### config.mk
export PLATFORM = sky130hd
export DESIGN_NAME = utf16_to_utf8_transcoder_unit
export DESIGN_NICKNAME = d
export VERILOG_FILES = /design/src/hdl/u16to8_pkg.sv /design/src/hdl/utf16_to_utf8_transcoder_unit.sv /design/src/hdl/u16to8_front.sv /design/src/hdl/u16to8_queue.sv /design/src/hdl/u16to8_back.sv
export SDC_FILE = /design/constraint.sdc
export NUM_CORES = 1
export LEC_CHECK = 0
export BUFFER_PORTS_ARGS = -buffer_cell sky130_fd_sc_hd__buf_2
export CORE_MARGIN = 2
export CORE_UTILIZATION = 50
export CTS_BUF_LIST = sky130_fd_sc_hd__clkbuf_16
export CTS_CLUSTER_SIZE = 24
export DETAILED_ROUTE_END_ITERATION = 8
export MAX_ROUTING_LAYER = met4
export PLACE_DENSITY = 0.68
export RECOVER_POWER = 50
export SYNTH_ARGS = -nofsm -noshare
export SYNTH_HDL_FRONTEND = slang
export SYNTH_SLANG_ARGS = --single-unit
### constraint.sdc
create_clock -name clock -period 11.44 [get_ports clock]
set_input_delay 2.288 -clock clock [delete_from_list [all_inputs] [get_ports clock]]
set_output_delay 2.288 -clock clock [all_outputs]
set_load 0.005 [all_outputs]
### src/hdl/u16to8_pkg.sv
// ============================================================================
// u16to8_pkg
// Shared types, constants and UTF-8 byte helpers for the UTF-16 to UTF-8
// transcoder.
// ============================================================================
`default_nettype none

package u16to8_pkg;

   // Default depth of the job queue between the front and the back.
   localparam int QueueDepth = 4;

   // Code point width: the largest code point is 0x10FFFF.
   localparam int CpWidth = 21;

   // Surrogate ranges, compared on the upper six bits of a code unit.
   localparam logic [5:0] HighSurrogateTag = 6'b110110;  // 0xD800 to 0xDBFF
   localparam logic [5:0] LowSurrogateTag  = 6'b110111;  // 0xDC00 to 0xDFFF

   // Upper limits of the 1, 2 and 3 byte encodings.
   localparam logic [CpWidth-1:0] Max1Byte = 21'h00007F;
   localparam logic [CpWidth-1:0] Max2Byte = 21'h0007FF;
   localparam logic [CpWidth-1:0] Max3Byte = 21'h00FFFF;

   // Lead and continuation prefixes.
   localparam logic [7:0] Lead2Prefix = 8'hC0;
   localparam logic [7:0] Lead3Prefix = 8'hE0;
   localparam logic [7:0] Lead4Prefix = 8'hF0;
   localparam logic [7:0] ContPrefix  = 8'h80;

   // Offset of the high surrogate's ten bits that yields plane bits (0x10000 >> 10).
   localparam logic [10:0] PlaneOffset = 11'h040;

   // One queued job: a first code point and an optional second BMP code unit.
   typedef struct packed {
      logic [CpWidth-1:0] first_cp;
      logic               second_valid;
      logic [15:0]        second_cp;
   } job_type;

   // Index of the final byte of a code point's encoding (length minus one).
   function automatic logic [1:0] last_index(input logic [CpWidth-1:0] cp);
      logic [1:0] result;
      begin
         if (cp <= Max1Byte) begin
            result = 2'd0;
         end else if (cp <= Max2Byte) begin
            result = 2'd1;
         end else if (cp <= Max3Byte) begin
            result = 2'd2;
         end else begin
            result = 2'd3;
         end
         return result;
      end
   endfunction

   // Byte number idx of the encoding of cp, whose final byte index is last.
   function automatic logic [7:0] utf8_byte(input logic [CpWidth-1:0] cp,
                                            input logic [1:0]         last,
                                            input logic [1:0]         idx);
      logic [1:0] pos;
      logic [5:0] seg;
      logic [7:0] result;
      begin
         pos = last - idx;
         unique case (pos)
            2'd0:    seg = cp[5:0];
            2'd1:    seg = cp[11:6];
            2'd2:    seg = cp[17:12];
            default: seg = {3'b000, cp[20:18]};
         endcase
         if (idx == 2'd0) begin
            unique case (last)
               2'd0:    result = {1'b0, cp[6:0]};
               2'd1:    result = Lead2Prefix | {3'b000, cp[10:6]};
               2'd2:    result = Lead3Prefix | {4'b0000, cp[15:12]};
               default: result = Lead4Prefix | {5'b00000, cp[20:18]};
            endcase
         end else begin
            result = ContPrefix | {2'b00, seg};
         end
         return result;
      end
   endfunction

endpackage

`default_nettype wire

### src/hdl/utf16_to_utf8_transcoder_unit.sv
// ============================================================================
// utf16_to_utf8_transcoder_unit
// UTF-16 code units in, UTF-8 bytes out, with surrogate pairing.
// ============================================================================
//
//   Channel   Direction   Handshake            Payload
//   req_      in          req_valid/req_stall  code_unit[15:0], end_of_string
//   rsp_      out         rsp_valid/rsp_stall  out_byte[7:0], last_of_run
//
// The output gives one byte per cycle while the receiver does not stall, so
// an item puts as many bytes through the byte serializer as it causes: none
// for a stored high surrogate, one to four for a code point, up to six when
// an unpaired held surrogate goes out ahead of the new unit.
// A job queue of QUEUE_DEPTH entries lets items enter while bytes drain.
// Reset is synchronous and leaves nothing held and the queue empty.
// A stalled output holds its byte; the input stalls only when the queue is full.
// ============================================================================
`default_nettype none

module utf16_to_utf8_transcoder_unit #(
   parameter int QUEUE_DEPTH = u16to8_pkg::QueueDepth
) (
   input  wire logic        clock,
   input  wire logic        reset,
   input  wire logic        req_valid,
   output logic             req_stall,
   input  wire logic [15:0] req_code_unit,
   input  wire logic        req_end_of_string,
   output logic             rsp_valid,
   input  wire logic        rsp_stall,
   output logic [7:0]       rsp_out_byte,
   output logic             rsp_last_of_run
);

   u16to8_pkg::job_type push_job;
   u16to8_pkg::job_type head_job;
   logic                push;
   logic                queue_full;
   logic                pop;
   logic                head_valid;

   u16to8_front u_front (
      .clock             (clock),
      .reset             (reset),
      .req_valid         (req_valid),
      .req_stall         (req_stall),
      .req_code_unit     (req_code_unit),
      .req_end_of_string (req_end_of_string),
      .queue_full        (queue_full),
      .push              (push),
      .job               (push_job)
   );

   u16to8_queue #(
      .QUEUE_DEPTH (QUEUE_DEPTH)
   ) u_queue (
      .clock      (clock),
      .reset      (reset),
      .push       (push),
      .push_job   (push_job),
      .full       (queue_full),
      .pop        (pop),
      .head_valid (head_valid),
      .head_job   (head_job)
   );

   u16to8_back u_back (
      .clock           (clock),
      .reset           (reset),
      .head_valid      (head_valid),
      .head_job        (head_job),
      .pop             (pop),
      .rsp_valid       (rsp_valid),
      .rsp_stall       (rsp_stall),
      .rsp_out_byte    (rsp_out_byte),
      .rsp_last_of_run (rsp_last_of_run)
   );

endmodule

`default_nettype wire

### src/hdl/u16to8_front.sv
// ============================================================================
// u16to8_front
// Accepts code units, pairs surrogates and turns each item into at most one
// job for the serializer.
// ============================================================================
`default_nettype none

module u16to8_front (
   input  wire logic                 clock,
   input  wire logic                 reset,
   input  wire logic                 req_valid,
   output logic                      req_stall,
   input  wire logic [15:0]          req_code_unit,
   input  wire logic                 req_end_of_string,
   input  wire logic                 queue_full,
   output logic                      push,
   output u16to8_pkg::job_type       job
);

   logic       held_valid_ff;
   logic       held_valid_in;
   logic [9:0] held_bits_ff;
   logic [9:0] held_bits_in;
   logic       accept;
   logic       is_high;
   logic       is_low;
   logic       hold_new;

   // Classify the incoming unit.
   assign accept   = req_valid && !queue_full;
   assign req_stall = queue_full;
   assign is_high  = (req_code_unit[15:10] == u16to8_pkg::HighSurrogateTag);
   assign is_low   = (req_code_unit[15:10] == u16to8_pkg::LowSurrogateTag);
   assign hold_new = is_high && !req_end_of_string;

   // Build the job and the next held state.
   always_comb begin
      held_valid_in     = held_valid_ff;
      held_bits_in      = held_bits_ff;
      push              = 1'b0;
      job.first_cp      = {5'b00000, req_code_unit};
      job.second_valid  = 1'b0;
      job.second_cp     = req_code_unit;
      if (accept) begin
         if (held_valid_ff && is_low) begin
            // A completed pair gives one supplementary code point.
            push          = 1'b1;
            job.first_cp  = {(u16to8_pkg::PlaneOffset + {1'b0, held_bits_ff}),
                             req_code_unit[9:0]};
            held_valid_in = 1'b0;
            held_bits_in  = '0;
         end else if (held_valid_ff) begin
            // The held surrogate goes out alone, then the new unit unless it is held.
            push             = 1'b1;
            job.first_cp     = {5'b00000, u16to8_pkg::HighSurrogateTag, held_bits_ff};
            job.second_valid = !hold_new;
            held_valid_in    = hold_new;
            held_bits_in     = hold_new ? req_code_unit[9:0] : 10'd0;
         end else begin
            push          = !hold_new;
            held_valid_in = hold_new;
            held_bits_in  = hold_new ? req_code_unit[9:0] : 10'd0;
         end
      end
   end

   // Held surrogate register.
   always_ff @(posedge clock) begin
      if (reset) begin
         held_valid_ff <= 1'b0;
         held_bits_ff  <= '0;
      end else begin
         held_valid_ff <= held_valid_in;
         held_bits_ff  <= held_bits_in;
      end
   end

endmodule

`default_nettype wire

### src/hdl/u16to8_queue.sv
// ============================================================================
// u16to8_queue
// Small job queue that decouples the front from the byte serializer.
// ============================================================================
`default_nettype none

module u16to8_queue #(
   parameter int QUEUE_DEPTH = u16to8_pkg::QueueDepth
) (
   input  wire logic                 clock,
   input  wire logic                 reset,
   input  wire logic                 push,
   input  wire u16to8_pkg::job_type  push_job,
   output logic                      full,
   input  wire logic                 pop,
   output logic                      head_valid,
   output u16to8_pkg::job_type       head_job
);

   localparam int PtrWidth   = (QUEUE_DEPTH > 1) ? $clog2(QUEUE_DEPTH) : 1;
   localparam int CountWidth = $clog2(QUEUE_DEPTH + 1);
   localparam logic [PtrWidth-1:0]   LastPtr   = PtrWidth'(QUEUE_DEPTH - 1);
   localparam logic [CountWidth-1:0] FullCount = CountWidth'(QUEUE_DEPTH);

   u16to8_pkg::job_type     entries_ff [QUEUE_DEPTH];
   logic [PtrWidth-1:0]     wr_ptr_ff;
   logic [PtrWidth-1:0]     wr_ptr_in;
   logic [PtrWidth-1:0]     rd_ptr_ff;
   logic [PtrWidth-1:0]     rd_ptr_in;
   logic [CountWidth-1:0]   count_ff;
   logic [CountWidth-1:0]   count_in;
   logic                    do_push;
   logic                    do_pop;

   assign full       = (count_ff == FullCount);
   assign head_valid = (count_ff != '0);
   assign head_job   = entries_ff[rd_ptr_ff];
   assign do_push    = push && !full;
   assign do_pop     = pop && head_valid;

   // Pointer and occupancy update.
   always_comb begin
      wr_ptr_in = wr_ptr_ff;
      rd_ptr_in = rd_ptr_ff;
      count_in  = count_ff;
      if (do_push) begin
         wr_ptr_in = (wr_ptr_ff == LastPtr) ? '0 : wr_ptr_ff + 1'b1;
      end
      if (do_pop) begin
         rd_ptr_in = (rd_ptr_ff == LastPtr) ? '0 : rd_ptr_ff + 1'b1;
      end
      if (do_push && !do_pop) begin
         count_in = count_ff + 1'b1;
      end else if (do_pop && !do_push) begin
         count_in = count_ff - 1'b1;
      end
   end

   always_ff @(posedge clock) begin
      if (reset) begin
         wr_ptr_ff <= '0;
         rd_ptr_ff <= '0;
         count_ff  <= '0;
      end else begin
         wr_ptr_ff <= wr_ptr_in;
         rd_ptr_ff <= rd_ptr_in;
         count_ff  <= count_in;
      end
   end

   // Entry storage needs no reset.
   always_ff @(posedge clock) begin
      if (do_push) begin
         entries_ff[wr_ptr_ff] <= push_job;
      end
   end

endmodule

`default_nettype wire

### src/hdl/u16to8_back.sv
// ============================================================================
// u16to8_back
// Byte serializer: walks the code points of each job and drives one UTF-8
// byte per cycle, unless the output stalls, into the output register.
// ============================================================================
`default_nettype none

module u16to8_back (
   input  wire logic                 clock,
   input  wire logic                 reset,
   input  wire logic                 head_valid,
   input  wire u16to8_pkg::job_type  head_job,
   output logic                      pop,
   output logic                      rsp_valid,
   input  wire logic                 rsp_stall,
   output logic [7:0]                rsp_out_byte,
   output logic                      rsp_last_of_run
);

   localparam int CpW = u16to8_pkg::CpWidth;

   logic            busy_ff;
   logic            busy_in;
   logic [CpW-1:0]  cp_ff;
   logic [CpW-1:0]  cp_in;
   logic [1:0]      idx_ff;
   logic [1:0]      idx_in;
   logic            sec_valid_ff;
   logic            sec_valid_in;
   logic [15:0]     sec_cp_ff;
   logic [15:0]     sec_cp_in;
   logic            rsp_valid_ff;
   logic            rsp_valid_in;
   logic [7:0]      rsp_byte_ff;
   logic [7:0]      rsp_byte_in;
   logic            rsp_last_ff;
   logic            rsp_last_in;
   logic [1:0]      last_idx;
   logic            at_end;
   logic            fire;
   logic            load;

   // The output register takes a new byte when empty or being drained.
   assign last_idx = u16to8_pkg::last_index(cp_ff);
   assign at_end   = (idx_ff == last_idx);
   assign fire     = busy_ff && (!rsp_valid_ff || !rsp_stall);
   assign load     = !busy_ff || (fire && at_end && !sec_valid_ff);
   assign pop      = load && head_valid;

   // Serializer state and output register next values.
   always_comb begin
      busy_in      = busy_ff;
      cp_in        = cp_ff;
      idx_in       = idx_ff;
      sec_valid_in = sec_valid_ff;
      sec_cp_in    = sec_cp_ff;
      rsp_valid_in = rsp_valid_ff && rsp_stall;
      rsp_byte_in  = rsp_byte_ff;
      rsp_last_in  = rsp_last_ff;
      if (fire) begin
         rsp_valid_in = 1'b1;
         rsp_byte_in  = u16to8_pkg::utf8_byte(cp_ff, last_idx, idx_ff);
         rsp_last_in  = at_end && !sec_valid_ff;
         if (!at_end) begin
            idx_in = idx_ff + 1'b1;
         end else if (sec_valid_ff) begin
            // Move on to the unit that followed an unpaired surrogate.
            cp_in        = {5'b00000, sec_cp_ff};
            idx_in       = 2'd0;
            sec_valid_in = 1'b0;
         end
      end
      if (load) begin
         busy_in      = head_valid;
         cp_in        = head_job.first_cp;
         idx_in       = 2'd0;
         sec_valid_in = head_job.second_valid;
         sec_cp_in    = head_job.second_cp;
      end
   end

   always_ff @(posedge clock) begin
      if (reset) begin
         busy_ff      <= 1'b0;
         sec_valid_ff <= 1'b0;
         rsp_valid_ff <= 1'b0;
         idx_ff       <= '0;
      end else begin
         busy_ff      <= busy_in;
         sec_valid_ff <= sec_valid_in;
         rsp_valid_ff <= rsp_valid_in;
         idx_ff       <= idx_in;
      end
   end

   // Payload registers.
   always_ff @(posedge clock) begin
      cp_ff       <= cp_in;
      sec_cp_ff   <= sec_cp_in;
      rsp_byte_ff <= rsp_byte_in;
      rsp_last_ff <= rsp_last_in;
   end

   assign rsp_valid       = rsp_valid_ff;
   assign rsp_out_byte    = rsp_byte_ff;
   assign rsp_last_of_run = rsp_last_ff;

endmodule

`default_nettype wire

* Word level (Yosys, flattened, before mapping)
Memory sizes are Yosys's and may differ from the RTL's. A register that Yosys moved wholly into a read port is not among the register bits. Cells that the tools add are included.
Word-level totals: flip-flop bits (word level) 69, bits in writable memories 152, input port bits 21, output and inout port bits 11, logic and storage cells 106, memories 1
Memory list:
- u_queue.entries_ff | depth 4, bits a word 38, read ports 1, clocked after memory_dff 1, wr ports 1, line u16to8_queue.sv:25 | u16to8_pkg::job_type entries_ff [QUEUE_DEPTH];
Operators by class: $add $sub $neg 7, $lt $le $gt $ge 3, equal/unequal tests 11, mux-type cells 34, reductions and logical operators 36
Operator list (number):
- $mux W21 | 5
- $pmux W8 S3 | 1
- $mux W22 | 1
- $le A21 B11 Y1 const B | 1
- $le A21 B16 Y1 const B | 1
- $le A21 B7 Y1 const B | 1
- $mux W10 | 2
- $pmux W6 S3 | 1
- $mux W17 | 1
- $mux W2 | 8
- $logic_and A1 B1 Y1 | 13
- $eq A6 B6 Y1 const B | 2
- $mux W1 | 12
- $add A7 B10 Y11 const A | 1
- $logic_not A1 Y1 | 9
- $eq A2 B2 Y1 const B | 4
- $reduce_bool A2 Y1 | 4
- $add A2 B1 Y2 const B | 3
- $logic_not A2 Y1 | 3
- $mux W3 | 2
- $mux W6 | 1
- $eq A2 B1 Y1 const B | 2
- $reduce_and A2 Y1 | 2
- $add A3 B1 Y3 const B | 1
- other kinds (9) | 10

* Longest topological paths before layout
Gate-level depths: netlist of run 1.
depth in word-level cells 13, depth in mapped cells 16, gate-level depth less buffers 16

* By module
Synthesis of run 1 repeated with hierarchy kept, for this count alone.
Second synthesis, totals: cells, all modules 514, area total of the unflattened synthesis 9220.1 um^2
By module, submodules not included:
- u16to8_queue | instances 1, cells an instance 248, area each 5987.0 um^2, seq. area each 4744.6 um^2
- u16to8_back | instances 1, cells an instance 169, area each 2383.5 um^2, seq. area each 1481.4 um^2
- u16to8_front | instances 1, cells an instance 97, area each 849.6 um^2, seq. area each 220.2 um^2

* Worst setup path before layout of run 1
No wires, ideal clock.
path type in2reg, start input rsp_stall, end register u_back.cp_ff[0] (enable), setup time 0.434 ns, arrival 4.296 ns, data required time 11.006 ns, path slack 6.709 ns, stages 3, path buffers 1, cell sequence and2_1 -> clkbuf_1 -> o31ai_1
On the way: word-level cells in the longest chain between the ends 8, elaborated cells between the ends (all ways) 10, classes of those cells reduce/logical: 10
Ends and longest elaborated chain:
- from (decl) | line utf16_to_utf8_transcoder_unit.sv:30 | input wire logic rsp_stall,
- $logic_not A1 Y1 * | line u16to8_back.sv:46 | assign fire = busy_ff && (!rsp_valid_ff || !rsp_stall);
- $logic_or A1 B1 Y1 * | line u16to8_back.sv:46
- $logic_and A1 B1 Y1 * | line u16to8_back.sv:46
- $logic_and A1 B1 Y1 (2 in a row) | line u16to8_back.sv:47 | assign load = !busy_ff || (fire && at_end && !sec_valid_ff);
- $logic_or A1 B1 Y1 | line u16to8_back.sv:47
- $reduce_bool A2 Y1 (no source line)
- $reduce_and A3 Y1 (no source line) *
- to (signal assigned) | line u16to8_back.sv:98 | cp_ff <= cp_in;
- to (decl) | line u16to8_back.sv:24 | logic [CpW-1:0] cp_ff;
Mark *: on every way between the ends. The rest lies on a longest branch, timed or not. A chain may end at the register's enable or synchronous reset.

* Worst setup path in the final report of run 1
start register u_back.cp_ff[18], end register u_back.cp_ff[3] (data pin)
On the way: word-level cells in the longest chain between the ends 9, elaborated cells between the ends (all ways) 11, classes of those cells order compare: 3; eq/ne: 1; mux: 4; reduce/logical: 3
Ends and longest elaborated chain:
- $le A21 B16 Y1 | line u16to8_pkg.sv:49 | end else if (cp <= Max3Byte) begin
- $mux W1 | line u16to8_pkg.sv:49
- $mux W2 | line u16to8_pkg.sv:47 | end else if (cp <= Max2Byte) begin
- $mux W2 * | line u16to8_pkg.sv:45 | if (cp <= Max1Byte) begin
- $eq A2 B2 Y1 * | line u16to8_back.sv:45 | assign at_end = (idx_ff == last_idx);
- $logic_and A1 B1 Y1 * (2 in a row) | line u16to8_back.sv:47
- $logic_or A1 B1 Y1 * | line u16to8_back.sv:47
- $mux W21 * | line u16to8_back.sv:73 | if (load) begin
- net u_back.cp_in[3] | line u16to8_back.sv:25 | logic [CpW-1:0] cp_in;
Mark *: on every way through the listed nets, which the timed path passes. The rest lies on a longest branch.

==> results of run 1 <==
-- state kept, by name, indices dropped and copies added (netlist names), 2 cells and up, named ones only --
| register | flops |
|---|---|
| u_back.sec_cp_ff | 16 |
| u_back.idx_ff | 2 |
| u_front.held_bits_ff | 10 |
| u_queue.entries_ff | 152 |
| u_back.cp_ff | 21 |
| u_queue.rd_ptr_ff | 2 |
| u_queue.count_ff | 3 |
| u_back.rsp_out_byte | 8 |
| u_queue.wr_ptr_ff | 2 |
-- final cells by class --
cell class,count,area [sq um]
timing repair buffer,35,153
tap,229,287
fill,1346,7800
inverter,16,60.1
sequential,223,6450
multi-input combinational,246,2400
clock inverter,19,121
clock buffer,23,576
-- cell usage after synthesis (5+ instances only) --
| library cell | number | area share [%] |
|---|---|---|
| and2_1 | 12 | 0.83 |
| mux2_2 | 27 | 3.4 |
| a21oi_1 | 11 | 0.61 |
| clkbuf_1 | 14 | 0.58 |
| o21ai_0 | 9 | 0.50 |
| nor2_1 | 30 | 1.2 |
| a22oi_1 | 12 | 1.0 |
| nand2b_1 | 7 | 0.49 |
| ha_1 | 13 | 1.8 |
| nand2_1 | 12 | 0.50 |
| inv_1 | 16 | 0.67 |
| edfxtp_1 | 198 | 66 |
| mux2i_1 | 5 | 0.56 |
| nor3_1 | 5 | 0.28 |
| dfxtp_1 | 25 | 5.6 |
| nand3_1 | 7 | 0.39 |
| mux4_2 | 38 | 9.5 |
| nor2b_1 | 5 | 0.35 |
-- routing by layer --
metal | GRT usage (%) | vias up | wire length (microns)
li1 | - | 2102 | -
met1 | 23.3 | 2289 | 6970
met2 | 30.6 | 139 | 8320
met3 | 2.81 | 28 | 882
met4 | 5.10 | 0 | 377
met5 | - | - | 0
-- worst register-to-register path: stages, from the launching register on --
cell,delay (ns)
edfxtp_1,0.42
or4_4,0.56
nor4_1,1.63
xnor2_1,0.45
o31ai_4,0.28
clkbuf_1,1.62
mux2_2,0.55
-- logic make-up after synthesis --
group / Yosys count
flops: 223
simple gates: 91
mux: 70
compound gates: 63
buf+inv: 37
fa+ha+maj: 14
xor+xnor: 8
-- worst max-delay path by stage --
stage	endpoint	slack, ns	startpoint	depth (start not counted)
after global placement	u_queue.entries_ff[3][28]$_DFFE_PP_	6.87	req_valid	4
after global routing	u_back.cp_ff[9]$_DFFE_PP_	5.13	u_back.cp_ff[14]$_DFFE_PP_	4
after detailed placement	u_queue.count_ff[2]$_SDFFE_PP0P_	6.80	req_valid	9
after CTS	u_queue.count_ff[2]$_SDFFE_PP0P_	7.24	u_back.cp_ff[14]$_DFFE_PP_	16
final	u_back.cp_ff[3]$_DFFE_PP_	5.66	u_back.cp_ff[18]$_SDFFCE_PP0P_	6
after floorplan	u_back.cp_ff[0]$_DFFE_PP_	6.71	rsp_stall	3
-- power by group --
group          internal, mW  total, mW  switching [mW]
Combinational         0.233      0.495           0.262
Clock                 0.390      0.686           0.296
Sequential             1.07       1.14          0.0683
==> impl_metrics.yaml, run 1 <==
setup_path:
  r2r_slack_ns: 5.66
  path_cells: "or4_4 > nor4_1 > xnor2_1 > o31ai_4 > clkbuf_1 > mux2_2"
  crit_required_ns: 11.68
  endpoint_kind: "flop"
  startpoint_type: "flop"
  rr_endpoint: "u_back.cp_ff[3]$_DFFE_PP_"
  r2r_cells: 6
  crit_arrival_ns: 6.02
  path_buf_inv: 1
  critical-path-top-delay-family: "simple AND/OR/NAND/NOR gates"
  max_stage_delay_ns: 1.63
  crit_fanout: 39
  r2r-start: "u_back.cp_ff[18]$_SDFFCE_PP0P_"
  cpMaxStageDelayCell: "nor4_1"
  critical_path_class: "reg -> reg"
synth:
  yosys.area_share.simple_pct: 5.29
  yosys_warnings: 0
  ys.flop_type: "edfxtp_1"
  yosysSeqAreaShare_pct: 71.5
  synthAdderAreaFrac_pct: 2.03
  synth_edf_count: 198
  avgSynthCellArea_sq_um: 17.8
  synth_top_family_by_area: "multiplexers"
  syn_nets: 541
  synth-async-reset-ratio_pct: 0
  synth.cell_area_sq_um: 9010
  synth_cell_types: 54
  synth_xor_area_share_pct: 0.777
  muxShareOfSynthArea_pct: 13.4
  synthCells: 506
  synth_seq_cells: 223
  synth_compound_gate_area_share_pct: 5.21
global_routing:
  grt_antenna_before_repair: 0
  grt_pass1_vias: 4757
  grt_max_degree: 40
  grt_pass1_wl_microns: 26200
  grt_use_total_pct: 18.2
  grt-ovfl-total: 0
floorplanning:
  die_h_microns: 138
  rows: 49
  initial_core_util_pct: 50.5
  die_area_sq_um: 19100
  boundaryPins: 32
  core_sq_um: 17800
  die_x_microns: 138
sta:
  fin_worst_skew_ns: 0.0223
  slew_headroom_pct: -124
  report.final.slew_viol_count: 116
  rsz0062_at_grt: "no"
  worst_slack_ns: 5.66
  finalSetupTns_ns: 0
  worstMarginPinSlew_ns: 3.36
  period_needed_ns: 5.78
  max_freq_mhz: 173
  final-hold-violation-count: 0
  timing.hold.ws_ns: 0.480
  setup_viol: 0
  period_share_pct: 50.5
detailed_routing:
  vias: 4558
  post_drt_wl_per_cell_microns: 20.9
  drt-total-wl_microns: 16500
  ant_nets: 0
  vias_per_cell: 5.76
  dr.pass1.iters: 5
  drt_iter0_markers: 327
  drcViolationCount: 0
clocking:
  numClockSinks: 223
  cts_setup_buffers: 0
  cts_resized: 0
  cts_buffers: 23
  cts_root_buf: "clkbuf_16"
  clock_latency_ns: 0.53
  hold_buffers: 0
  htree_levels: 1
  clk_pin_slew_worst_paths_ns: 0.06
  tritoncts: "built"
  cts_buffer_depth: 3
placement:
  post_dp_cell_area_sq_um: 9410
  place_ws_ns: 6.80
  place_inst: 749
  portBuffers: 31
  routabilityCongestion: 0.846
  dp_hpwl_microns: 10100
layout:
  layout_common_cells: "edfxtp_1, mux4_2, nor2_1, mux2_2, dfxtp_1"
  final_common_cell: "edfxtp_1"
  fin_area_sq_um: 10000
  syn_to_final_growth_pct: 11.4
  layoutNonFillerInstCount: 791
  drive_above_1_share_pct: 21.0
  n_antenna_cell: 0
  layout.nets: 580
  fin_util_pct: 56.3
status:
  violations: "max-capacitance violations, max-slew violations"
  status: "complete, but fails checks"
min_path:
  hold_path_depth: 2
  hold_path_class: "reg -> reg"
  whs_endpoint: "u_back.sec_valid_ff$_SDFFE_PP0P_"
  worstHoldStart: "u_back.sec_valid_ff$_SDFFE_PP0P_"
power:
  leakagePower_nw: 3.28
  powerDensity_nw_per_um2: 231
  total_power_mw: 2.32
  peakVddDrop_mv: 0.134
flow_run:
  max-cap-violations: 4
Note: power is estimated with default switching activity, not from simulation.
==> inputs of run 2 (changes only) <==
Settings changed: ABC_AREA set to 1, PLACE_DENSITY 0.68 to 0.67.
Clock period 11.44 ns to 5.4 ns, I/O delays scaled along.
==> run 2 against run 1 <==
  * The run still ends with max-capacitance violations, max-slew violations left
  * Clock power increased by 120%
  * Global-route usage is 3.7 points higher
  * Non-clock buffer count increased by 3
  * Largest cell class unchanged
  * Largest power group unchanged
==> impl_metrics.yaml, run 2 <==
status:
  status: "complete, but fails checks"
  violations: "max-capacitance violations, max-slew violations"
global_routing:
  grt_max_degree: 77
  grt_pass1_vias: 6001
  grt-ovfl-total: 0
  grt_use_total_pct: 21.8
  grt_antenna_before_repair: 0
  grt_pass1_wl_microns: 32500
floorplanning:
  rows: 49
  boundaryPins: 32
  core_sq_um: 18100
  die_x_microns: 140
  initial_core_util_pct: 51.3
  die_h_microns: 140
  die_area_sq_um: 19700
power:
  power.switching_mw: 1.80
  leakagePower_nw: 3.76
  p_seq_share_pct: 45.4
  sw_frac_of_total_pct: 33.3
  internal_power_mw: 3.62
  clkPwrFrac_pct: 27.5
  powerDensity_nw_per_um2: 527
  combPwrFrac_pct: 27.0
  peakVddDrop_mv: 0.285
setup_path:
  r2r_slack_ns: 1.28
  cp-startpoint: "req_code_unit[10]"
  rr_endpoint: "u_queue.count_ff[2]$_SDFFE_PP0P_"
  endpoint_kind: "flop"
  crit_fanout: 21
  r2r_cells: 17
  crit_arrival_ns: 4.30
  crit_required_ns: 5.57
  startpoint_type: "primary input"
  critical_path_class: "in -> reg"
  r2r-start: "u_back.cp_ff[16]$_SDFFCE_PP0P_"
min_path:
  whs_endpoint: "u_front.held_bits_ff[0]$_SDFFE_PP0P_"
  hold_path_depth: 2
  worstHoldStart: "u_front.held_bits_ff[0]$_SDFFE_PP0P_"
  hold_path_class: "reg -> reg"
synth:
  syn_nets: 842
  synth_edf_count: 198
  synth_area_leaders: "edfxtp_1, nand2_1, dfxtp_1, o21ai_0, nor2_1"
  synth_cell_types: 41
  synth.largest_area_cell: "edfxtp_1"
  yosysSeqAreaShare_pct: 69.2
  yosys_warnings: 0
  synth_seq_cells: 223
  synth_top_area_share_pct: 63.9
  avgSynthCellArea_sq_um: 11.5
  synth-async-reset-ratio_pct: 0
  ys.flop_type: "edfxtp_1"
  synthCells: 807
  synth.cell_area_sq_um: 9310
  yosysMostFrequentCell: "edfxtp_1"
  synth_common_cells: "edfxtp_1, nand2_1, nor2_1"
layout:
  layout.nets: 866
  n_antenna_cell: 0
  largest-register: "u_queue.entries_ff"
  layout_common_cells: "edfxtp_1, nand2_1, nor2_1, o21ai_0, inv_1"
  drive_above_1_share_pct: 8.50
  reg.largest.list: "u_queue.entries_ff (152), u_back.cp_ff (21), u_back.sec_cp_ff (16)"
  final_common_cell: "edfxtp_1"
  largest_reg_flops: 152
  fin_area_sq_um: 10300
  syn_to_final_growth_pct: 10.5
sta:
  period_share_pct: 76.4
  worstMarginPinSlew_ns: 2.16
  timing.hold.ws_ns: 0.482
  rsz0062_at_grt: "no"
  max_freq_mhz: 243
  setup_viol: 0
  slew_headroom_pct: -44.4
  report.final.slew_viol_count: 136
  final-hold-violation-count: 0
  finalSetupTns_ns: 0
  worst_slack_ns: 1.28
  fin_worst_skew_ns: 0.0123
  period_needed_ns: 4.12
flow_run:
  max-cap-violations: 5
placement:
  dp_hpwl_microns: 13200
  routabilityCongestion: 0.864
  post_dp_cell_area_sq_um: 9650
  portBuffers: 31
  place_ws_ns: 1.57
clocking:
  hold_buffers: 0
  cts_setup_buffers: 0
  clk_pin_slew_worst_paths_ns: 0.06
  cts_buffers: 23
  cts_buffer_depth: 3
  numClockSinks: 223
  cts_resized: 0
  htree_levels: 1
  cts_root_buf: "clkbuf_16"
  clock_latency_ns: 0.50
  tritoncts: "built"
detailed_routing:
  drcViolationCount: 0
  vias_per_cell: 5.69
  post_drt_wl_per_cell_microns: 19.2
  vias: 6124
  drt_iter0_markers: 453
  ant_nets: 0
  dr.pass1.iters: 5
  drt-total-wl_microns: 20600
==> run 2: changes by cell type in the layout (fill, tap and decap cells not counted), moves of 31 or more <==
cell / delta
nand2_1: +149
o21ai_0: +72
nor2_1: +58
mux4_2: -38
nand3_1: +33
o22ai_1: +33
inv_1: +31
==> run 2: worst max-delay path by stage <==
stage,slack [ns],to,cells past startpoint
after floorplan,1.93,u_queue.entries_ff[0][0]$_DFFE_PP_,4
after global placement,1.76,u_queue.count_ff[2]$_SDFFE_PP0P_,17
after detailed placement,1.57,u_queue.count_ff[2]$_SDFFE_PP0P_,17
after CTS,1.54,u_queue.count_ff[2]$_SDFFE_PP0P_,17
after global routing,0.99,u_queue.entries_ff[1][33]$_DFFE_PP_,6
final,1.28,u_queue.entries_ff[1][32]$_DFFE_PP_,6
==> run 2: worst max-delay path, cell delays in order <==
cell      delay, ns
clkbuf_1       0.27
nor3_1         0.14
nand2_1        0.13
o21ai_0        0.38
nor2_1         1.76
buf_4          0.52
==> run 2: cells by family (layout without fill, tap and decap cells) <==
group	count (synthesis)	count (layout)	share of synthesized area, %
simple gates	308	308	14.2
xor+xnor	3	3	0.282
fa+ha+maj	14	14	1.96
compound gates	171	171	10.4
flops	223	223	69.2
buf+inv	88	128	3.95
==> run 2: stage by stage <==
| step | cells | total power [mW] | util (%) |
|---|---|---|---|
| 2_1_floorplan | 807 | 3.50 | - |
| 3_5_place_dp | 1035 | 3.99 | 53.2 |
| 4_1_cts | 1076 | 5.48 | 57.1 |
| 6_report | 1076 | 5.42 | 56.7 |
| 3_3_place_gp | 1035 | 3.93 | 53.2 |
| 5_1_grt | 1076 | 5.71 | 56.7 |
==> run 2: metal layers <==
layer | routed length, microns | global-route usage (%)
met4 | 546 | 6.89
met1 | 8770 | 27.9
met2 | 10300 | 37.0
met5 | 0 | -
met3 | 1010 | 2.43
==> run 2: cell type report <==
type	count	area [sq um]
Fill cell	1483	7860
Sequential cell	223	6450
Multi-Input combinational cell	496	2480
Clock buffer	23	576
Tap cell	229	287
Inverter	49	184
Timing Repair Buffer	38	178
Clock inverter	18	135
==> run 2: power by group through the flow <==
stage	Clock, mW	Combinational [mW]	Sequential, mW
6_report	1.49	1.47	2.46
2_1_floorplan	0	1.05	2.45
4_1_cts	1.51	1.50	2.46
5_1_grt	1.58	1.64	2.49
3_3_place_gp	0	1.44	2.49
3_5_place_dp	0	1.49	2.50
